[src/rtl/lca_pkg.sv]
package lca_pkg;

  // payload widths
  localparam int SAMPLE_W   = 16;
  localparam int LSIZE_W    = 7;
  localparam int SWEEPS_W   = 16;
  localparam int LAG_OUT_W  = 6;
  localparam int RES_W      = 32;
  localparam int SUM_W      = 48;
  localparam int CFG_IDX_W  = 8;
  localparam int CFG_DATA_W = 16;

  // serial divider step counter
  localparam int DIV_CNT_W = $clog2(SUM_W + 1);

  // register indexes on the configuration port
  localparam logic [CFG_IDX_W-1:0] REG_LATTICE_SIZE = 8'd0;
  localparam logic [CFG_IDX_W-1:0] REG_NUM_SWEEPS   = 8'd1;

  // control broadcast to every cell of the row
  typedef struct packed {
    logic rot;   // rotate the site ring by one
    logic mac;   // accumulate head * own site
    logic clr;   // clear the lag accumulator
    logic adv;   // shift results one cell toward the head
  } cell_ctrl_t;

endpackage

[src/rtl/lca_div.sv]
module lca_div (
  input  logic                              clk,
  input  logic                              rst_n,
  input  logic                              start,
  input  logic [lca_pkg::SUM_W-1:0]         dividend,
  input  logic [lca_pkg::SWEEPS_W-1:0]      divisor,
  output logic                              done,
  output logic [lca_pkg::SUM_W-1:0]         quotient
);

  logic                               busy_r;
  logic                               done_r;
  logic [lca_pkg::DIV_CNT_W-1:0]      cnt_r;
  logic [lca_pkg::SWEEPS_W-1:0]       rem_r;
  logic [lca_pkg::SWEEPS_W-1:0]       rem_nxt;
  logic [lca_pkg::SWEEPS_W-1:0]       dsr_r;
  logic [lca_pkg::SUM_W-1:0]          quo_r;
  logic [lca_pkg::SUM_W-1:0]          quo_nxt;
  logic [lca_pkg::SWEEPS_W:0]         trial;
  logic [lca_pkg::SWEEPS_W+1:0]       diff;

  // one restoring step: shift in next dividend bit, subtract if it fits
  always_comb begin
    trial = {rem_r, quo_r[lca_pkg::SUM_W-1]};
    diff  = {1'b0, trial} - {2'b00, dsr_r};
    if (!diff[lca_pkg::SWEEPS_W+1]) begin
      rem_nxt = diff[lca_pkg::SWEEPS_W-1:0];
      quo_nxt = {quo_r[lca_pkg::SUM_W-2:0], 1'b1};
    end else begin
      rem_nxt = trial[lca_pkg::SWEEPS_W-1:0];
      quo_nxt = {quo_r[lca_pkg::SUM_W-2:0], 1'b0};
    end
  end

  // step control
  always_ff @(posedge clk) begin
    if (!rst_n) begin
      busy_r <= 1'b0;
      done_r <= 1'b0;
      cnt_r  <= '0;
    end else begin
      done_r <= 1'b0;
      if (start) begin
        busy_r <= 1'b1;
        cnt_r  <= lca_pkg::DIV_CNT_W'(lca_pkg::SUM_W);
      end else if (busy_r) begin
        cnt_r <= cnt_r - lca_pkg::DIV_CNT_W'(1);
        if (cnt_r == lca_pkg::DIV_CNT_W'(1)) begin
          busy_r <= 1'b0;
          done_r <= 1'b1;
        end
      end
    end
  end

  // datapath
  always_ff @(posedge clk) begin
    if (start) begin
      rem_r <= '0;
      quo_r <= dividend;
      dsr_r <= divisor;
    end else if (busy_r) begin
      rem_r <= rem_nxt;
      quo_r <= quo_nxt;
    end
  end

  assign done     = done_r;
  assign quotient = quo_r;

endmodule

[config.mk]
export PLATFORM = sky130hd
export DESIGN_NAME = lca_div
export DESIGN_NICKNAME = d
export VERILOG_FILES = /design/src/rtl/lca_pkg.sv /design/src/rtl/lca_div.sv
export SDC_FILE = /design/constraint.sdc
export NUM_CORES = 1
export LEC_CHECK = 0
export BUFFER_PORTS_ARGS = -buffer_cell sky130_fd_sc_hd__buf_2
export CORE_MARGIN = 4
export CORE_UTILIZATION = 23
export DETAILED_ROUTE_END_ITERATION = 7
export PLACE_DENSITY = 0.37
export SLEW_MARGIN = 20
export SYNTH_ARGS = -nofsm -noshare
export SYNTH_HDL_FRONTEND = slang
export SYNTH_SLANG_ARGS = --single-unit
[constraint.sdc]
create_clock -name clk -period 2.9 [get_ports clk]
set_clock_uncertainty 0.15 [all_clocks]
set_input_delay 0.58 -clock clk [delete_from_list [all_inputs] [get_ports clk]]
set_output_delay 0.58 -clock clk [all_outputs]
set_load 0.1 [all_outputs]
==> reports/qor.yml, run 1 <==
synthesis:
  ys_seq_area_share_pct: 53.9
  synth_edf_count: 64
  synth.area.mux_share_pct: 14.1
  synth-xor-area-share_pct: 2.95
  synth_nets: 449
  syn_inst: 363
  synth_top_family_by_area: "multiplexers"
  synth_ff_type: "edfxtp_1"
  synthSimpleGateAreaFrac_pct: 8.32
  syn_avg_cell_area_um2: 12.3
  synth_cell_types: 51
  synth-seq-cells: 88
  ys.warnings.count: 0
  async_flop_share_pct: 0
  synthAdderAreaFrac_pct: 5.51
  synth_compound_gate_area_share_pct: 11.8
  synth.cell_area_um2: 4450
floorplan:
  die_h_um: 147
  coreArea_um2: 18900
  dieArea_um2: 21700
  die_w_um: 147
  row_count: 50
  initial_utilization_pct: 23.6
  io_pins: 116
global_route:
  track_usage_pct: 10.8
  grt_pass1_vias: 3604
  grt_overflow: 0
  grt_antenna_before_repair: 2
  grt_pass1_wl_um: 18600
  grt_max_degree: 85
sta:
  rsz0062_at_grt: "false"
  setup_viol: 0
  setup_tns_ns: 0
  holdWs_ns: 0.259
  final_max_slew_viol_count: 0
  fin_crit_ns: 2.62
  fin_crit_sh_pct: 90.3
  fmax_mhz: 382
  slew_headroom_pct: 52.7
  worst_pin_slew_ns: 0.706
  hold_violations: 0
placement:
  gp_congestion: 0.767
  numPortBuffers: 115
  placed_cell_area_um2: 5360
  hpwlAfterDp_um: 8030
  placed_cells: 728
clock_network:
  cts_tree: "done"
  clock_sinks: 88
  cts_resized: 0
  root_buffer: "clkbuf_16"
  postCtsSetupBuffers: 0
  clock_path_buffers: 2
  cts_max_level: 3
  cts_hold_buf: 0
  clk_latency_ns: 0.35
  cts.clk_slew.worst_paths_ns: 0.07
  cts_buffers: 9
layout:
  drive_gt1_share_pct: 39.9
  fin_nets: 565
  stdcell_area_um2: 5660
  stdcell_count: 744
  antennaDiodeCount: 0
  area_growth_pct: 27.2
drt:
  dr.pass1.iters: 4
  drc: 0
  drtIter0Drc: 139
  wl_per_cell_um: 15.1
  vias: 3217
  vias_per_cell: 4.32
  ant_nets: 0
  wirelength_um: 11200
pwr:
  power_frac_comb_pct: 28.0
  powerDensity_nw_per_um2: 671
  p_int_uw: 2430
  p_switching_uw: 1370
  p_seq_share_pct: 40.6
  finalPower_uw: 3800
  ir_drop_v: 0.000328
  p_leak_uw: 0.00234
  clkPwrFrac_pct: 31.4
  netSwitchingFraction_pct: 36.1
worst_setup_path:
  path_max_fanout: 3
  arrival_ns: 2.72
  cp-end-kind: "flip-flop"
  critPathLaunchType: "flip-flop"
  worstSetupPathType: "reg2reg"
  required_ns: 3.01
outcome:
  outcome: "complete, no violations"
flow_run:
  maxCapViolCount: 0
hold_path:
  min_path_type: "in2reg"
-- cell usage in the layout, fill, tap and decap left out, drive strengths merged, types with 4 or more instances in the layout --
cell type,count
o21ai,9
edfxtp,64
inv,22
nor3,6
mux2,47
nor2,27
clkinv,5
nand2b,4
o21a,4
o211ai,6
mux2i,10
a21oi,13
a21o,4
or3,4
dfxtp,24
ha,18
nand2,16
buf,120
clkbuf,10
xnor2,12
a211oi,15
nand3,5
-- metal layers --
layer	global-route usage (%)	wire length (µm)	part of all wire [%]
met2	16.9	5010	45
met1	13.2	5100	45
met3	5.03	915	8.2
met4	3.45	161	1.4
met5	0	25	0.22
-- critical path, stage by stage (launching register included) --
cell,delay (ns)
edfxtp_1,0.40
inv_1,0.07
ha_1,0.15
inv_1,0.05
fa_1,0.43
a211oi_2,0.28
o21ai_1,0.19
a211oi_2,0.33
xnor2_1,0.15
mux2i_1,0.09
a211oi_1,0.23
-- logic make-up after synthesis --
group,count (synthesis)
XOR/XNOR,15
AO/OA/AOI/OAI,71
flip-flops,88
buffers and inverters,37
AND/OR/NAND/NOR,76
adder cells (fa/ha/maj),19
multiplexers,57
-- per-stage QoR --
step	worst slack (ns)	util [%]
6_report	0.283	30.0
5_1_grt	0.0411	30.0
4_1_cts	0.245	30.0
3_5_place_dp	0.301	28.4
3_3_place_gp	0.338	28.4
2_1_floorplan	0.0462	-
-- path summary, 6_finish.rpt --
kind	startpoint	end	slack, ns	cells past startpoint
hold reg to reg	rem_r[2]	rem_r[2]	0.34	2
hold / removal	divisor[8]	dsr_r[8]	0.26	1
setup / recovery	quotient[47]	rem_r[10]	0.28	10
setup reg to reg	quotient[47]	rem_r[10]	0.28	10
-- area by class of cell --
type	instances	area [µm²]
clock buffers	10	229
clock inverters	6	70.1
fillers	2005	13200
inverters	22	82.6
multi-input cells	238	1910
flip-flops and latches	88	2400
well taps	260	325
repair buffers	120	641
-- synth_stat cells (all sizes together), types with 3 or more instances --
| library cell | count | area share, % |
|---|---|---|
| nand2b | 4 | 0.56 |
| o31ai | 3 | 0.51 |
| clkbuf | 7 | 0.59 |
| nor3 | 6 | 0.79 |
| edfxtp | 64 | 43 |
| a211oi | 15 | 2.8 |
| buf | 8 | 0.87 |
| dfxtp | 24 | 11 |
| mux2 | 47 | 12 |
| or3 | 4 | 0.56 |
| o21ai | 9 | 1.1 |
| a21o | 4 | 0.67 |
| nor2 | 27 | 2.3 |
| mux2i | 10 | 2.2 |
| o2111ai | 3 | 0.59 |
| xnor2 | 12 | 2.4 |
| xor2 | 3 | 0.59 |
| inv | 22 | 1.9 |
| o21a | 4 | 0.67 |
| nand3 | 5 | 0.56 |
| o211ai | 6 | 1.0 |
| or4 | 3 | 0.51 |
| a21oi | 13 | 1.9 |
| ha | 18 | 5.1 |
| o21bai | 3 | 0.51 |
| nand2 | 16 | 1.3 |
-- power by group through the flow --
stage / Sequential [µW] / Combinational [µW] / Clock (µW)
floorplan: 2080 / 349 / 0
global route: 1560 / 1140 / 1310
finish: 1540 / 1060 / 1190
global placement: 1570 / 1080 / 0
detailed placement: 1570 / 1080 / 0
CTS: 1550 / 1080 / 1250
-- sequential cells by signal, summed over array words and instances, names as in the netlist --
register and flops:
quotient 48, done 1, dsr_r 16, cnt_r 6
busy_r 1, rem_r 16
(Power assumes the default switching activity.)
==> run 2, diff against run 1 <==
--- a/config.mk
+++ b/config.mk
@@ -7,9 +7,9 @@
 export LEC_CHECK = 0
 export BUFFER_PORTS_ARGS = -buffer_cell sky130_fd_sc_hd__buf_2
 export CORE_MARGIN = 4
-export CORE_UTILIZATION = 23
+export CORE_UTILIZATION = 35
 export DETAILED_ROUTE_END_ITERATION = 7
-export PLACE_DENSITY = 0.37
+export PLACE_DENSITY = 0.53
 export SLEW_MARGIN = 20
 export SYNTH_ARGS = -nofsm -noshare
 export SYNTH_HDL_FRONTEND = slang
==> run 2 against run 1 <==
Critical path depth is the same. Largest power group unchanged. Clock power grew 4%. Worst hold slack gained 0.0028 ns. Count of clock-buffer cells in the layout grew 1. Highest routed layer unchanged. Flip-flop and latch count is the same. First-iteration DRC count shrank 23%.
==> reports/qor.yml, run 2 (synthesized netlist as in run 1, its figures left out) <==
floorplan:
  dieArea_um2: 14600  # -33%
  initial_utilization_pct: 36.5  # +13 points
  die_w_um: 121  # -18%
  die_h_um: 121  # -18%
  coreArea_um2: 12200  # -35%
  io_pins: 116  # unchanged
  row_count: 40  # -20%
layout:
  fin_nets: 568  # +0.53%
  antennaDiodeCount: 0  # unchanged
  multi_input_area_um2: 1910  # unchanged
  drive_gt1_share_pct: 39.8  # -0.040 points
  stdcell_area_um2: 5560  # -1.8%
  largest_reg_flops: 48  # unchanged
  layout_common_cells: "114 x buf_2, 64 x edfxtp_1, 47 x mux2_2"
  final_common_cell: "buf_2"
  ff_latch_area_um2: 2400  # unchanged
  area_growth_pct: 24.8
  fillers: 1179  # -41%
sta:
  setup_tns_ns: 0  # unchanged
  fmax_mhz: 385  # +0.75%
  fin_crit_sh_pct: 89.6  # -0.67 points
  hold_violations: 0  # unchanged
  fin_crit_ns: 2.60  # -0.0195 ns
  final.setup.worst_slack_ns: 0.302  # +0.0195 ns
  slew_headroom_pct: 57.9  # +5.2 points
  setup_viol: 0  # unchanged
  rsz0062_at_grt: "false"
  final_max_slew_viol_count: 0  # unchanged
  worst_pin_slew_ns: 0.632  # -0.0747 ns
worst_setup_path:
  cp-end-kind: "flip-flop"
  worstSetupPathType: "reg2reg"
  crit_chain: "inv_1 > ha_1 > inv_1 > fa_1 > a211oi_2 > o21ai_1 > a211oi_2 > xnor2_1 > mux2i_1 > a211oi_1"
  max_stage_delay_ns: 0.43  # about the same
  path_max_fanout: 3  # unchanged
  slowest_stage: "fa_1"
  arrival_ns: 2.70  # -0.02 ns
  required_ns: 3.00  # about the same
  critPathLaunchType: "flip-flop"
  reg2reg_setup_slack_ns: 0.30  # +0.02 ns
placement:
  hpwlAfterDp_um: 7530  # -6.3%
  dp_slack_ns: 0.307  # +0.00592 ns
  gp_congestion: 0.805  # +5.0%
  numPortBuffers: 115  # unchanged
  placed_cell_area_um2: 5250  # -2.2%
global_route:
  grt_antenna_before_repair: 1  # -1
  grt_overflow: 0  # unchanged
  track_usage_pct: 14.7  # +3.9 points
  grt_pass1_wl_um: 17100  # -8.5%
  grt_pass1_vias: 3409  # -5.4%
  grt_max_degree: 49  # -42%
drt:
  ant_nets: 0  # unchanged
  vias: 3242  # +0.78%
  wl_per_cell_um: 15.7  # +4.1%
  drtIter0Drc: 107  # -23%
  vias_per_cell: 4.95  # +14%
  wirelength_um: 10300  # -8.3%
  drc: 0  # unchanged
  dr.pass1.iters: 4  # unchanged
hold_path:
  min_path_type: "in2reg"
flow_run:
  maxCapViolCount: 0  # unchanged
clock_network:
  clock_sinks: 88  # unchanged
  cts_buffers: 9  # unchanged
  clock_path_buffers: 2  # unchanged
  cts_max_level: 3  # unchanged
  cts_tree: "done"
  cts_resized: 0  # unchanged
  cts_hold_buf: 0  # unchanged
  root_buffer: "clkbuf_16"
  postCtsSetupBuffers: 0  # unchanged
  clk_latency_ns: 0.34  # about the same
  cts.clk_slew.worst_paths_ns: 0.06  # about the same
pwr:
  p_leak_uw: 0.00234  # +0.21%
  ir_drop_v: 0.000532  # +62%
  powerDensity_nw_per_um2: 692  # +3.1%
  finalPower_uw: 3850  # +1.2%
outcome:
  outcome: "complete, no violations"
-- run 2: changes by cell type in the layout (fill, tap and decap cells not counted) --
cell	delta
buf_4	+5
clkinv_4	-4
buf_12	-2
bufinv_16	+1
clkbuf_1	+1
clkinv_1	+1
clkinv_2	-1
clkinvlp_4	+1
inv_6	+1
-- run 2: final timing paths --
| path | startpoint | to | cells past startpoint |
|---|---|---|---|
| worst max-delay path | quotient[47] | rem_r[10] | 10 |
| worst min-delay path | divisor[1] | dsr_r[1] | 1 |
| worst max register to register | quotient[47] | rem_r[10] | 10 |
| worst min register to register | rem_r[2] | rem_r[2] | 2 |
-- run 2: final cells by class --
type	instances	share of cell area (%)
inverters	22	1.49
flip-flops and latches	88	43.2
multi-input cells	238	34.4
clock inverters	5	1.44
clock buffers	11	4.19
well taps	168	3.78
repair buffers	123	11.5
-- run 2: per-layer routing --
metal | GRT usage, % | wire (µm)
met4 | 4.04 | 133
met1 | 18.3 | 4630
met3 | 8.19 | 1030
met2 | 21.8 | 4470
met5 | 0 | 9
-- run 2: metrics by stage --
stage          util, %  instances  hold WS, ns
2_1_floorplan        -        363        0.303
3_3_place_gp      43.0        639        0.329
3_5_place_dp      43.0        639        0.331
4_1_cts           45.5        655        0.245
5_1_grt           45.5        655        0.243
6_report          45.5        655        0.262
-- run 2: critical path: cells and delay by family (launching register included) --
kind,cells,cell delay (ns)
compound gates,4,1.00
xor+xnor,1,0.15
fa+ha+maj,2,0.59
buf+inv,2,0.12
flops,1,0.40
mux,1,0.09
-- run 2: where the power goes --
| part | switching, µW | internal, µW | total [µW] |
|---|---|---|---|
| registers | 59.6 | 1480 | 1540 |
| logic | 788 | 271 | 1060 |
| clock network | 488 | 756 | 1240 |
==> run 3, diff against run 2 <==
--- a/config.mk
+++ b/config.mk
@@ -8,6 +8,7 @@
 export BUFFER_PORTS_ARGS = -buffer_cell sky130_fd_sc_hd__buf_2
 export CORE_MARGIN = 4
 export CORE_UTILIZATION = 35
+export CTS_CLUSTER_DIAMETER = 120
 export DETAILED_ROUTE_END_ITERATION = 7
 export PLACE_DENSITY = 0.53
 export SLEW_MARGIN = 20
==> constraint.sdc (replaced) <==
create_clock -name clk -period 2.9 [get_ports clk]
set_clock_uncertainty 0.15 [all_clocks]
set_input_delay 0.145 -clock clk [delete_from_list [all_inputs] [get_ports clk]]
set_output_delay 0.145 -clock clk [all_outputs]
set_load 0.1 [all_outputs]
==> run 3 against run 2 <==
Flip-flop and latch count is the same. Final cell count rose by 9.3%. Combinational power grew 7%. Critical path type unchanged.
==> reports/qor.yml, run 3 (synthesized netlist as in run 1, its figures left out) <==
outcome:
  outcome: "complete, no violations"
floorplan:
  row_count: 40  # unchanged
  dieArea_um2: 14600  # unchanged
  coreArea_um2: 12200  # unchanged
  die_w_um: 121  # unchanged
  die_h_um: 121  # unchanged
  io_pins: 116  # unchanged
  initial_utilization_pct: 36.5  # unchanged
clock_network:
  cts.clk_slew.worst_paths_ns: 0.06  # about the same
  postCtsSetupBuffers: 0  # unchanged
  cts_buffers: 9  # unchanged
  cts_max_level: 3  # unchanged
  root_buffer: "clkbuf_16"
  cts_tree: "done"
  clk_latency_ns: 0.34  # about the same
  clock_sinks: 88  # unchanged
  clock_path_buffers: 2  # unchanged
placement:
  numPortBuffers: 115  # unchanged
  hpwlAfterDp_um: 7380  # -1.9%
  gp_congestion: 0.813  # +0.97%
  placed_cell_area_um2: 5240  # -0.19%
drt:
  drc: 0  # unchanged
  drtIter0Drc: 171  # +60%
  ant_nets: 0  # unchanged
  vias_per_cell: 4.85  # -2.0%
  wirelength_um: 11000  # +7.3%
  wl_per_cell_um: 15.4  # -1.8%
  dr.pass1.iters: 4  # unchanged
  vias: 3473  # +7.1%
global_route:
  grt_pass1_wl_um: 18600  # +9.1%
  grt_max_degree: 85  # +73%
  grt.busiest_layer: "met2"
  track_usage_pct: 16.0  # +1.4 points
  gr-usage-met1_pct: 19.8  # +1.5 points
  grt_overflow: 0  # unchanged
  grt_antenna_before_repair: 0  # -1
  use_met2_pct: 25.8  # +4.0 points
  grt_pass1_vias: 3794  # +11%
  grt_use_met3_pct: 5.00  # -3.2 points
layout:
  drive_gt1_share_pct: 35.0  # -4.8 points
  largest_reg_flops: 48  # unchanged
  stdcell_area_um2: 6150  # +11%
  fin_nets: 629  # +11%
  layout_common_cells: "114 x buf_2, 64 x edfxtp_1, 64 x dlygate4sd3_1"
  final_common_cell: "buf_2"
  area_growth_pct: 38.2
  antennaDiodeCount: 0  # unchanged
sta:
  fmax_mhz: 377  # -2.0%
  fin_crit_sh_pct: 91.4  # +1.8 points
  setup_tns_ns: 0  # unchanged
  setup_viol: 0  # unchanged
  fin_crit_ns: 2.65  # +0.0536 ns
  final_max_slew_viol_count: 0  # unchanged
  rsz0062_at_grt: "false"
  slew_headroom_pct: 51.0  # -6.9 points
  holdWs_ns: 0.0268  # -0.235 ns
  hold_violations: 0  # unchanged
  worst_pin_slew_ns: 0.732  # +0.100 ns
pwr:
  finalPower_uw: 3760  # -2.2%
  powerDensity_nw_per_um2: 611  # -12%
  p_leak_uw: 0.00258  # +10%
  ir_drop_v: 0.000463  # -13%
worst_setup_path:
  reg2reg_setup_slack_ns: 0.25  # -0.05 ns
  worstRegToRegCells: 10  # unchanged
  path_max_fanout: 3  # unchanged
  required_ns: 3.00  # about the same
  cp-end-kind: "flip-flop"
  arrival_ns: 2.75  # +0.05 ns
  critPathLaunchType: "flip-flop"
  worstSetupPathType: "reg2reg"
flow_run:
  maxCapViolCount: 0  # unchanged
hold_path:
  min_path_type: "in2reg"
  hold_depth: 3  # +2
## run 3: changes by cell type in the layout (fill, tap and decap cells not counted)
cell           delta
buf_4             -4
clkbuf_8          +1
clkinv_4          +2
clkinv_1          -1
inv_6             -1
dlygate4sd3_1    +64
clkinv_2          +1
buf_12            +1
bufinv_16         -2
## run 3: final timing paths
path                                     to         start
worst min register to register     rem_r[2]      rem_r[2]
worst max register to register    rem_r[10]  quotient[47]
worst max-delay path              rem_r[10]  quotient[47]
worst min-delay path            quotient[0]   dividend[0]
## run 3: what timing repair did
item                                   4_1_cts  5_1_grt
resized for setup                            0        0
endpoints found under the hold margin       66        0
hold buffers                                64        0
## run 3: layout make-up
| type | instances | area [µm²] |
|---|---|---|
| Multi-Input combinational cell | 238 | 1910 |
| Timing Repair Buffer | 184 | 1270 |
| Tap cell | 168 | 210 |
| Clock inverter | 4 | 30.0 |
| Fill cell | 1122 | 6060 |
| Sequential cell | 88 | 2400 |
| Clock buffer | 12 | 246 |
| Inverter | 22 | 82.6 |
## run 3: stage by stage
step / util, % / cells / setup slack [ns]
after detailed placement: 42.9 / 636 / 0.254
after floorplan: - / 363 / 0.0462
after global routing: 50.4 / 716 / 0.0506
after CTS: 50.4 / 716 / 0.206
after global placement: 42.9 / 636 / 0.383
final: 50.4 / 716 / 0.249
## run 3: metal layers
metal	up-vias	wire length (µm)
li1	1729	-
met1	1629	4950
met2	99	5060
met3	16	790
met4	0	224
met5	-	0
## run 3: worst max-delay path, stage by stage, from the launching register on
cell and delay [ns]:
edfxtp_1 0.41, inv_1 0.08, ha_1 0.16, inv_1 0.05, fa_1 0.43, a211oi_2 0.28, o21ai_1 0.18, a211oi_2 0.34
xnor2_1 0.15, mux2i_1 0.09, a211oi_1 0.24
## run 3: power breakdown
group	internal [µW]	switching, µW	leakage [µW]
clock	606	482	0.000133
combinational	326	801	0.00161
sequential	1480	62.4	0.000837
