$ cat src/rtl/lca_pkg.sv
package lca_pkg;

  // payload widths
  localparam int SAMPLE_W   = 16;
  localparam int LSIZE_W    = 7;
  localparam int SWEEPS_W   = 16;
  localparam int LAG_OUT_W  = 6;
  localparam int RES_W      = 32;
  localparam int SUM_W      = 48;
  localparam int CFG_IDX_W  = 8;
  localparam int CFG_DATA_W = 16;

  // serial divider step counter
  localparam int DIV_CNT_W = $clog2(SUM_W + 1);

  // register indexes on the configuration port
  localparam logic [CFG_IDX_W-1:0] REG_LATTICE_SIZE = 8'd0;
  localparam logic [CFG_IDX_W-1:0] REG_NUM_SWEEPS   = 8'd1;

  // control broadcast to every cell of the row
  typedef struct packed {
    logic rot;   // rotate the site ring by one
    logic mac;   // accumulate head * own site
    logic clr;   // clear the lag accumulator
    logic adv;   // shift results one cell toward the head
  } cell_ctrl_t;

endpackage

$ cat src/rtl/lca_cell.sv
module lca_cell #(
  parameter int ACC_W = 38
) (
  input  logic                                clk,
  input  logic                                rst_n,
  input  lca_pkg::cell_ctrl_t                 ctrl,
  input  logic                                wr_en,
  input  logic                                in_ring,
  input  logic                                is_end,
  input  logic signed [lca_pkg::SAMPLE_W-1:0] sample,
  input  logic signed [lca_pkg::SAMPLE_W-1:0] head,
  input  logic signed [lca_pkg::SAMPLE_W-1:0] nb_site,
  input  logic signed [ACC_W-1:0]             nb_acc,
  input  logic signed [lca_pkg::SUM_W-1:0]    nb_sum,
  input  logic signed [lca_pkg::SUM_W-1:0]    new_sum,
  output logic signed [lca_pkg::SAMPLE_W-1:0] site,
  output logic signed [ACC_W-1:0]             acc,
  output logic signed [lca_pkg::SUM_W-1:0]    sum
);

  logic signed [lca_pkg::SAMPLE_W-1:0]   site_r;
  logic signed [ACC_W-1:0]               acc_r;
  logic signed [lca_pkg::SUM_W-1:0]      sum_r;
  logic signed [2*lca_pkg::SAMPLE_W-1:0] prod;

  assign prod = head * site_r;

  // site value: loaded from the input, rotated around the active ring
  always_ff @(posedge clk) begin
    if (!rst_n) begin
      site_r <= '0;
    end else if (wr_en) begin
      site_r <= sample;
    end else if (ctrl.rot && in_ring) begin
      site_r <= is_end ? head : nb_site;
    end
  end

  // lag accumulator, shifted toward the head once results are read
  always_ff @(posedge clk) begin
    if (ctrl.clr) begin
      acc_r <= '0;
    end else if (ctrl.mac) begin
      acc_r <= acc_r + {{(ACC_W-2*lca_pkg::SAMPLE_W){prod[2*lca_pkg::SAMPLE_W-1]}}, prod};
    end else if (ctrl.adv) begin
      acc_r <= nb_acc;
    end
  end

  // running lag sum, rotated so the head always holds the current lag
  always_ff @(posedge clk) begin
    if (!rst_n) begin
      sum_r <= '0;
    end else if (ctrl.adv && in_ring) begin
      sum_r <= is_end ? new_sum : nb_sum;
    end
  end

  assign site = site_r;
  assign acc  = acc_r;
  assign sum  = sum_r;

endmodule

$ cat config.mk
export PLATFORM = sky130hd
export DESIGN_NAME = lca_cell
export DESIGN_NICKNAME = d
export VERILOG_FILES = /design/src/rtl/lca_pkg.sv /design/src/rtl/lca_cell.sv
export SDC_FILE = /design/constraint.sdc
export NUM_CORES = 1
export LEC_CHECK = 0
export BUFFER_PORTS_ARGS = -buffer_cell sky130_fd_sc_hd__buf_4
export CORE_ASPECT_RATIO = 0.6
export CORE_MARGIN = 5
export CORE_UTILIZATION = 55
export CTS_BUF_LIST = sky130_fd_sc_hd__clkbuf_8
export CTS_CLUSTER_DIAMETER = 120
export DETAILED_ROUTE_END_ITERATION = 6
export GPL_ROUTABILITY_DRIVEN = 0
export PLACE_DENSITY = 0.8
export REMOVE_ABC_BUFFERS = 1
export SLEW_MARGIN = 20
export SYNTH_ARGS = -nofsm -noshare
export SYNTH_HDL_FRONTEND = slang
export SYNTH_SLANG_ARGS = --single-unit
$ cat constraint.sdc
create_clock -name clk -period 24.1 [get_ports clk]
set_input_delay 6.025 -clock clk [delete_from_list [all_inputs] [get_ports clk]]
set_output_delay 6.025 -clock clk [all_outputs]
set_load 0.01 [all_outputs]
==> results.md, run 1 <==
- The boundary pin count is 293.
- Yosys attributes the largest share of cell area to fa_1, dfxtp_1, ha_1.
- The post-synthesis cell type count is 65.
- Of all flip-flops after synthesis, the portion carrying an async set or reset was 0%.
- Measured along the y axis, the die boundary spans 144.2 microns.
- The wire length of the first global-routing pass is 75620 microns.
- The number of standard cells after synthesis is 1876.
- Counting the buffers created by CTS gives 9.
- The total number of placement rows is 49.
- The flip-flop and latch count after synthesis is 102.
- VDD sags by at most 0.1150 mV.
- Of the cells placed in the final design, the portion with a size suffix greater than 1 is 15.70%.
- The final hold violation count is 0.
- A synthesized cell averages 8.802 sq um.
- The total negative setup slack is 0 ns.
- The delay of the slowest cell on the worst path is 0.53 ns.
- The number of hold buffers added after CTS was 0.
- The average vias per placed instance is 5.647.
- After clock tree synthesis, the clock-pin slew on the worst setup and hold paths is 0.12 ns.
- The number of antenna-violating nets in the routed design is 0.
- The kind of start point of the critical path is an input pin.
- After detailed placement, the design holds a cell count of 2494.
- Counting every sink on the clock net gives 102.
- The worst clock skew on the final layout is 0.01739 ns.
- The worst pin sits at a relative slew slack of 24.72%.
- The startpoint-to-endpoint class of the critical path is in2reg.
- Of all cell types, the one taking the most synthesized area is fa_1.
- The average wire per standard cell is 18.71 microns.
- The proportion of netlist area held by the largest area contributor is 31.88%.
- The final cycle utilization of the critical path is 58.43%.
- After global routing the overflow that remains totals 0.
- Fill cells in the final layout number 2496.
- Leaving out fill and tap cells, the most frequent cell in the layout is inv_1.
- Setup violations remaining at the end of the flow were counted as 0.
- The count of pins over their slew limit was 0.
- The count of max-cap constraint violations is 0.
- The via count of the routed design is 14180.
- The count of buffers from port buffering is 292.
- Static timing analysis puts the maximum clock frequency at 0.07101 GHz.
- Setup repair after global routing left no endpoint under its margin.
- The setup slack at placement is 9.689 ns.
- The core occupancy in the finished layout is 64.28%.
- The routed design has 46980 microns of wire.
- The HPWL reported at the end of detailed placement is 38800 microns.
- The detailed-route DRC error count is 0.
- The area of the core is 29800 sq um.
- The first TritonRoute pass finished after 6 iterations.
- The number of global-route vias before repair is 14760.
- The largest individual stage delay along the critical path comes from the cell fa_1.
- The worst path in the final design needs a cycle of 14.08 ns, including I/O delays and setup.
- The count of synthesis-stage warnings from yosys is 0.
- In the layout the commonest cells are inv_1, buf_4, fa_1, nand2_1, and2_1.
- The slew at the pin closest to its max-slew limit is 1.129 ns.
- TritonCTS built the clock tree.
- Of all nets on the critical path, the largest fanout is 17.
- In the synthesized netlist the dominant register cell turns out to be dfxtp_1.
- The buffer depth of the longest clock path is 2.
- The flow ran to the end, and the final reports show no timing, DRC or antenna violations.
- The global router's overall resource usage is 28.28%.
- The netlist area before placement is 16510 sq um.
- The die footprint is 33700 sq um.
- The clock latency on the worst-skew pair is 0.42 ns.
- Summing the sequential cell areas from Yosys gives 12.37% of the chip area.
- The net count of the finished layout is 2671.
- Entering global routing, the biggest net connects 97 pins.
- At the worst endpoint, the required time is 24.43 ns.
- The worst setup margin is 10.02 ns.
- CTS built an H-tree with a depth of 3.
- The total power per unit cell area is 131.0 nW/um^2.
- The violation count after the first detailed-routing iteration is 938.
- The path class of the tightest hold or removal check is reg2reg.
- The number of standard cells in the layout, taps in and fillers out is 2511.
- The number of flops mapped to enable cells by yosys is 0.
- The data arrival time of the worst path is 14.42 ns.
- The total of cells resized after clock tree synthesis is 0.
- The most frequent cell on the critical path is fa_1.
- For this design the static power due to leakage is 0.01004 uW.
- The endpoint type of the worst setup path is a flop.
- The number of antenna violations at the first check in global routing is 0.
- The post-synthesis to final-layout area growth is 15.99%.
- Once the floorplan was initialized, standard cells occupied 55.42% of the core.
- The tree is rooted in a clkbuf_8.
- The floorplan step set the die width to 233.7 microns.
- The overall power after layout is 2508 uW.
- The number of setup buffers added after CTS is 0.
==> power by group <==
| group | internal, uW | switching (uW) |
|---|---|---|
| Sequential | 202 | 40.8 |
| Combinational | 910 | 1230 |
| Clock | 51.5 | 77.9 |
| Total | 1160 | 1350 |
==> layer usage <==
layer / global-route usage [%] / vias up / routed length (microns) / share of wire [%]
li1: - / 6500 / - / -
met1: 37.10 / 6966 / 19330 / 41
met2: 45.59 / 596 / 21730 / 46
met3: 6.809 / 118 / 3954 / 8.4
met4: 11.58 / 0 / 1970 / 4.2
met5: 0 / - / 0 / 0
==> area by class of cell <==
type	instances	area [sq um]	area share (%)
Clock buffer	9	123.9	0.6467
Antenna cell	1	2.502	0.01307
Timing Repair Buffer	297	2230	11.64
Tap cell	408	510.5	2.665
Inverter	301	1130	5.899
Sequential cell	102	2042	10.66
Clock inverter	7	96.34	0.5030
Multi-Input combinational cell	1386	13020	67.97
==> sequential cells by signal, indices dropped and copies added (netlist names) <==
name  count
acc      38
sum      48
site     16
==> critical path, delay by kind of cell <==
kind | cells | cell delay, ns
AOI/OAI and AO/OA | 10 | 2.19
xor gates and xnor gates | 1 | 0.19
and+or+nand+nor | 8 | 1.90
adders and majority gates | 8 | 3.60
buffers and inverters | 6 | 0.52
==> per-stage QoR <==
stage | hold WS, ns | instance area [sq um]
floorplan | 0.5388 | 16190
finish | 0.5127 | 19150
global route | 0.5266 | 19150
CTS | 0.5163 | 19150
detailed placement | 0.4869 | 18930
global placement | 0.4805 | 18930
==> path summary, 6_finish.rpt <==
check | startpoint | to | slack [ns] | depth (start not counted)
worst min register to register | sum[37] | sum[37] | 0.51 | 1
worst max-delay path | head[5] | acc[37] | 10.02 | 33
worst max register to register | site[7] | acc[37] | 14.80 | 32
worst min-delay path | sum[37] | sum[37] | 0.51 | 1
==> synthesized netlist by cell type (all sizes together) (11+ instances only) <==
master,count
and2,140
nand2b,16
clkbuf,76
nand3,18
ha,120
a21o,23
nor3,17
buf,11
nor2b,27
fa,263
o21bai,11
dfxtp,102
xor2,13
mux2i,81
a211oi,60
nand2,220
o211a,49
xnor2,41
a21oi,73
o21a,14
o21ai,48
nor2,81
inv,300
==> cells by family (layout without fill, tap and decap cells) <==
kind of cell | after synthesis | in the layout | share of synthesized area (%)
other | 0 | 1 | 0
DFF | 102 | 102 | 12.37
xor gates and xnor gates | 55 | 55 | 3.008
muxes | 83 | 83 | 5.046
and+or+nand+nor | 543 | 543 | 15.87
adders and majority gates | 383 | 383 | 40.98
AOI/OAI and AO/OA | 322 | 322 | 13.90
buffers and inverters | 388 | 614 | 8.827
Power figures use the tool's default switching activity.
==> run 2, diff against run 1 <==
--- a/config.mk
+++ b/config.mk
@@ -8,12 +8,12 @@
 export BUFFER_PORTS_ARGS = -buffer_cell sky130_fd_sc_hd__buf_4
 export CORE_ASPECT_RATIO = 0.6
 export CORE_MARGIN = 5
-export CORE_UTILIZATION = 55
+export CORE_UTILIZATION = 54
 export CTS_BUF_LIST = sky130_fd_sc_hd__clkbuf_8
 export CTS_CLUSTER_DIAMETER = 120
 export DETAILED_ROUTE_END_ITERATION = 6
 export GPL_ROUTABILITY_DRIVEN = 0
-export PLACE_DENSITY = 0.8
+export PLACE_DENSITY = 0.82
 export REMOVE_ABC_BUFFERS = 1
 export SLEW_MARGIN = 20
 export SYNTH_ARGS = -nofsm -noshare
==> constraint.sdc (replaced) <==
create_clock -name clk -period 12.4 [get_ports clk]
set_input_delay 3.1 -clock clk [delete_from_list [all_inputs] [get_ports clk]]
set_output_delay 3.1 -clock clk [all_outputs]
set_load 0.01 [all_outputs]
==> run 2 against run 1 <==
Worst setup slack worse by 8.8 ns. Sequential power up 94%. Sequential share of layout area about the same. Critical path depth unchanged. Combinational power up 96%. Cell count about the same. Register-to-register slack worse by 12 ns.
==> results.md, run 2 (synthesis gave the netlist of run 1 again) <==
- The core occupancy in the finished layout is 63.75% (-0.53 points).
- The buffer depth of the longest clock path is 2 (unchanged).
- The number of buffers inserted for hold repair after clock tree synthesis is 0 (unchanged).
- The final hold violation count came to 0 (unchanged).
- The count of clock tree sinks came to 102 (unchanged).
- The maximum number of pins on one net before global-route repair is 67 (-31%).
- The delay of the slowest cell on the worst path is 0.56 ns (+0.03 ns).
- The number of buffers created by CTS came to 9 (unchanged).
- The total number of placement rows was 49 (unchanged).
- The total of cells resized after clock tree synthesis is 0 (unchanged).
- The number of antenna-violating nets in the routed design is 0 (unchanged).
- The number of global-route vias before repair is 15190 (+3.0%).
- The launching instance or port of the critical path is head[7].
- The setup slack at placement came to 0.9996 ns (-8.689 ns).
- The normalized max-slew margin is 35.82% (+11 points).
- The standby leakage power was 0.01004 uW (about the same).
- The tree is rooted in a clkbuf_8.
- The run finished with clean final reports.
- The top cell types in the final layout, fill and taps aside, are inv_1, buf_4, fa_1, nand2_1, and2_1.
- The count of final setup violators is 0 (unchanged).
- The count of max-cap constraint violations is 0 (unchanged).
- The detailed-router iteration count before antenna repair was 6 (unchanged).
- The HPWL reported at the end of detailed placement is 39810 microns (+2.6%).
- The number of H-tree branching levels is 3 (unchanged).
- The global router's overall resource usage is 27.88% (-0.40 points).
- In this run the critical register-to-register path is captured at acc[37].
- The fraction of final layout cells with drive strength greater than 1 is 15.74% (+0.040 points).
- The average vias per placed instance came to 5.711 (+1.1%).
- The shortest clock period the worst path allows after layout is 11.15 ns.
- The count of buffers from port buffering is 292 (unchanged).
- The total power per unit cell area was 255.6 nW/um^2 (+95%).
- The number of antenna violations at the first check in global routing is 1 (+1).
- The number of setup buffers added after CTS is 0 (unchanged).
- The classification of the worst-slack hold path is reg2reg.
- The kind of start point of the critical path is an input pin.
- The data required time of the critical path is 12.74 ns (-11.69 ns).
- The vertical die dimension is 145.5 microns (+0.86%).
- The most numerous cell type found on the critical path is fa_1.
- The via count of the routed design came to 14350 (+1.2%).
- The critical path ends at acc[37].
- The worst setup margin is 1.255 ns (-8.764 ns).
- The flip-flop count of the largest register, all copies and words added came to 48 (unchanged).
- The largest fanout of any net on the critical path is 17 (unchanged).
- The final global-route overflow total is 0 (unchanged).
- The routed wire length is 48220 microns (+2.6%).
- The worst voltage drop across the vdd grid is 0.2465 mV (+110%).
- Setup repair after global routing left no endpoint under its margin.
- The average wire per standard cell is 19.20 microns (+2.6%).
- The worst clock skew on the final layout is 0.01559 ns (-0.001797 ns).
- The final cycle utilization of the critical path is 89.88%.
- The count of pins over their slew limit is 0 (unchanged).
- The data arrival time of the worst path is 11.49 ns (-2.93 ns).
- The clock edge transition at the registers on the reported setup and hold paths is 0.12 ns (about the same).
- The overall die width is 235.8 microns (+0.88%).
- The violation count after the first detailed-routing iteration is 909 (-3.1%).
- Derived from the worst setup path, the maximum achievable clock frequency is 0.08972 GHz.
- The die footprint is 34290 sq um (+1.7%).
- The startpoint identified for the worst register-to-register timing path is site[8].
- The net count of the finished layout is 2672 (+0.037%).
- The worst slack on hold paths is 0.5125 ns (-0.0001660 ns).
- The minimum setup slack among reg-to-reg paths was 3.19 ns (-11.61 ns).
- The endpoint type of the worst setup path is a flop.
- The area of the core was 30040 sq um (+0.82%).
- The detailed-route DRC error count is 0 (unchanged).
- The wire length of the first global-routing pass came to 77870 microns (+3.0%).
- The startpoint-to-endpoint class of the critical path is in2reg.
- The count of cells along the worst register-to-register path is 32 (unchanged).
- The starting density of the core came to 54.97% (-0.45 points).
- The total negative setup slack is 0 ns (unchanged).
- The clock latency on the worst-skew pair is 0.42 ns (about the same).
- The library cell used most frequently in the layout, excluding fill and tap cells, is inv_1.
- The slew at the pin closest to its max-slew limit came to 0.9614 ns (-0.1678 ns).
- For this design, the slowest cell found on the critical path is fa_1.
- TritonCTS built the clock tree.
- The post-synthesis to final-layout area growth is 15.97% (about the same).
- The boundary pin count is 293 (unchanged).
-- run 2: changes by cell type in the layout (fill, tap and decap cells not counted) --
cell	change
clkinv_8	+2
bufinv_16	-1
clkinvlp_4	-1
inv_8	-2
buf_4	+1
inv_6	+2
-- run 2: metal layers --
metal	wire length (microns)	global-route usage [%]	vias up
met2	22490	44.98	771
met1	19020	36.11	6934
met3	4567	6.686	145
li1	-	-	6496
met5	0	0	-
met4	2144	12.15	0
-- run 2: layout make-up --
cell class	instances	area, sq um
multi-input cells	1386	13020
well taps	408	510.5
repair buffers	298	2237
inverters	301	1130
clock inverters	7	86.33
diodes	1	2.502
flip-flops and latches	102	2042
fillers	2498	10890
clock buffers	9	123.9
-- run 2: worst min-delay path by stage --
| stage | startpoint | slack (ns) | to | cells past startpoint |
|---|---|---|---|---|
| after floorplan | sum[0] | 0.54 | sum[0] | 1 |
| after global placement | sum[43] | 0.48 | sum[43] | 1 |
| after detailed placement | sum[29] | 0.49 | sum[29] | 1 |
| final | sum[29] | 0.51 | sum[29] | 1 |
| after CTS | sum[29] | 0.52 | sum[29] | 1 |
| after global routing | sum[29] | 0.53 | sum[29] | 1 |
-- run 2: where the power goes --
part | internal, uW | switching [uW] | leakage [uW] | total [uW]
combinational | 1770 | 2420 | 0.00909 | 4190
clock | 81.8 | 152 | 0.000105 | 234
sequential | 392 | 80.2 | 0.000845 | 472
-- run 2: critical path, delay by kind of cell --
kind / cells / cell delay [ns]
xor+xnor: 1 / 0.19
compound gates: 10 / 2.11
buf+inv: 6 / 0.53
fa+ha+maj: 8 / 3.67
simple gates: 8 / 1.86
-- run 2: stage by stage --
step / std cells / power, uW / instance area, sq um
global route: 2512 / 5351 / 19150
global placement: 2495 / 4405 / 18940
detailed placement: 2495 / 4570 / 18940
finish: 2512 / 4894 / 19150
CTS: 2511 / 4838 / 19150
floorplan: 1789 / 3565 / 16190
==> run 3, diff against run 2 <==
==> constraint.sdc (replaced) <==
create_clock -name clk -period 12.4 [get_ports clk]
set_input_delay 1.24 -clock clk [delete_from_list [all_inputs] [get_ports clk]]
set_output_delay 1.24 -clock clk [all_outputs]
set_load 0.01 [all_outputs]
==> run 3 against run 2 <==
Worst setup slack improved by 1.9 ns. Maximum frequency increased by 21%. Count of clock-buffer cells in the layout unchanged. Global-route usage decreased by 0.31 points. Largest cell class unchanged. Sequential power about the same. Largest power group unchanged.
==> results.md, run 3 (synthesis gave the netlist of run 1 again) <==
- The shortest clock period the worst path allows after layout is 9.235 ns (-1.910 ns).
- The total of cells resized after clock tree synthesis is 0 (unchanged).
- The total power per unit cell area is 255.1 nW/um^2 (-0.20%).
- The worst clock skew on the final layout came to 0.01124 ns (-0.004356 ns).
- The area of all placed cells without fillers is 19150 sq um (about the same).
- The fraction of final layout cells with drive strength greater than 1 came to 15.74% (unchanged).
- The final hold violation count is 0 (unchanged).
- The wire length of the first global-routing pass came to 76770 microns (-1.4%).
- The number of buffers inserted for hold repair after clock tree synthesis is 0 (unchanged).
- The delay of the slowest cell on the worst path is 0.57 ns (about the same).
- The slew at the pin closest to its max-slew limit was 0.9343 ns (-0.02710 ns).
- The routed wire length came to 48040 microns (-0.37%).
- The normalized max-slew margin is 37.63% (+1.8 points).
- The average wire per standard cell is 19.12 microns (-0.41%).
- The number of setup buffers added after CTS is 0 (unchanged).
- The library cell used as clock root buffer is clkbuf_8.
- The total number of placement rows is 49 (unchanged).
- The met2 wire length was 22520 microns (about the same).
- The startpoint-to-endpoint class of the critical path is in2reg.
- The count of max-cap constraint violations is 0 (unchanged).
- The buffer depth of the longest clock path is 2 (unchanged).
- Setup repair after global routing left no endpoint under its margin.
- The overall power after layout came to 4884 uW (-0.22%).
- The number of antenna violations at the first check in global routing came to 1 (unchanged).
- The post-synthesis to final-layout area growth was 15.95% (about the same).
- The most frequent cell on the critical path is fa_1.
- The post-route met1 wirelength was 18940 microns (-0.42%).
- The worst setup path is captured at a flop.
- The maximum number of pins on one net before global-route repair is 67 (unchanged).
- The largest fanout of any net on the critical path is 17 (unchanged).
- In the layout the commonest cells are inv_1, buf_4, fa_1, nand2_1, and2_1.
- The starting density of the core was 54.97% (unchanged).
- The count of final setup violators is 0 (unchanged).
- The detailed-router iteration count before antenna repair was 5 (-1).
- The total negative setup slack was 0 ns (unchanged).
- The average vias per placed instance is 5.665 (-0.81%).
- The area occupied by registers is 2042 sq um (unchanged).
- The launching instance or port of the critical path is head[7].
- The final global-route overflow total is 0 (unchanged).
- The data arrival time of the worst path was 9.57 ns (-1.92 ns).
- The placed standard-cell area is 18940 sq um (unchanged).
- The count of pins over their slew limit is 0 (unchanged).
- The HPWL reported at the end of detailed placement is 39550 microns (-0.67%).
- STA classifies the critical path startpoint as an input pin.
- The worst register-to-register path begins at site[8].
- The critical path's slowest cell is fa_1.
- The die footprint is 34290 sq um (unchanged).
- The data required time of the critical path came to 12.74 ns (about the same).
- The critical hold path startpoint is sum[13].
- The area of the core was 30040 sq um (unchanged).
- The number of buffers created by CTS is 9 (unchanged).
- The area taken by multi-input logic gates is 13020 sq um (unchanged).
- The net count of the finished layout is 2672 (unchanged).
- The final cycle utilization of the critical path is 74.48% (-15 points).
- The flow ran to the end, and the final reports show no timing, DRC or antenna violations.
- The detailed router used layers up to and including met4.
- The clock edge transition at the registers on the reported setup and hold paths was 0.12 ns (about the same).
- The count of buffers from port buffering is 292 (unchanged).
- The detailed-route DRC error count is 0 (unchanged).
- The count of clock tree sinks came to 102 (unchanged).
- The number of global-route vias before repair is 14830 (-2.4%).
- The global router's overall resource usage is 27.57% (-0.31 points).
- The minimum setup slack among reg-to-reg paths is 3.26 ns (+0.07 ns).
- The boundary pin count is 293 (unchanged).
- The fmax was 0.1083 GHz (+21%).
- The number of H-tree branching levels is 3 (unchanged).
- The overall die width is 235.8 microns (unchanged).
- TritonCTS built the clock tree.
- The worst hold path belongs to the class reg2reg.
- The leading cell type in the layout, fill and taps excluded is inv_1.
- The number of antenna-violating nets in the routed design came to 0 (unchanged).
- The flip-flop count of the largest register, all copies and words added is 48 (unchanged).
- The vertical die dimension is 145.5 microns (unchanged).
- The setup slack at placement was 2.871 ns (+1.871 ns).
- The layout filler cell count is 2527 (+1.2%).
- The violation count after the first detailed-routing iteration is 912 (+0.33%).
- The standby leakage power is 0.01003 uW (about the same).
- The via count of the routed design was 14240 (-0.77%).
- The clock latency on the worst-skew pair is 0.42 ns (about the same).
- The worst setup margin was 3.165 ns (+1.910 ns).
- The worst voltage drop across the vdd grid was 0.2448 mV (-0.69%).
- The sum of met3 wire segment lengths after detailed routing was 4653 microns (+1.9%).
run 3: worst max-delay path: cells and delay by family:
kind            cells  cell delay, ns
compound gates     10            2.09
xor+xnor            1            0.19
fa+ha+maj           8            3.64
buf+inv             6            0.53
simple gates        8            1.86
run 3: metrics by stage:
step           hold slack (ns)  instances  utilization, %
6_report                0.5138       2513           63.74
5_1_grt                 0.5315       2512           63.73
4_1_cts                 0.5156       2511           63.72
3_5_place_dp            0.4868       2495           63.04
3_3_place_gp            0.4827       2495           63.04
2_1_floorplan           0.5388       1789               -
run 3: final timing paths:
check	to	cells past startpoint
worst min-delay path	sum[13]	1
worst max-delay path	acc[37]	33
worst min register to register	sum[13]	1
worst max register to register	acc[37]	32
run 3: power by group:
part | leakage, uW | switching, uW | internal [uW]
combinational | 0.00909 | 2410 | 1770
clock | 0.0000990 | 151 | 80.1
sequential | 0.000845 | 80.7 | 392
total | 0.0100 | 2640 | 2240
run 3: layer usage:
metal	GRT usage, %	vias to the layer above
met1	35.66	6903
met4	10.90	0
li1	-	6493
met5	0	-
met2	44.56	717
met3	7.273	122
run 3: layout make-up:
class | count | share of cell area [%]
Multi-Input combinational cell | 1386 | 67.99
Timing Repair Buffer | 298 | 11.68
Inverter | 301 | 5.901
Clock inverter | 7 | 0.4182
Clock buffer | 9 | 0.6469
Antenna cell | 2 | 0.02614
Tap cell | 408 | 2.666
Sequential cell | 102 | 10.66
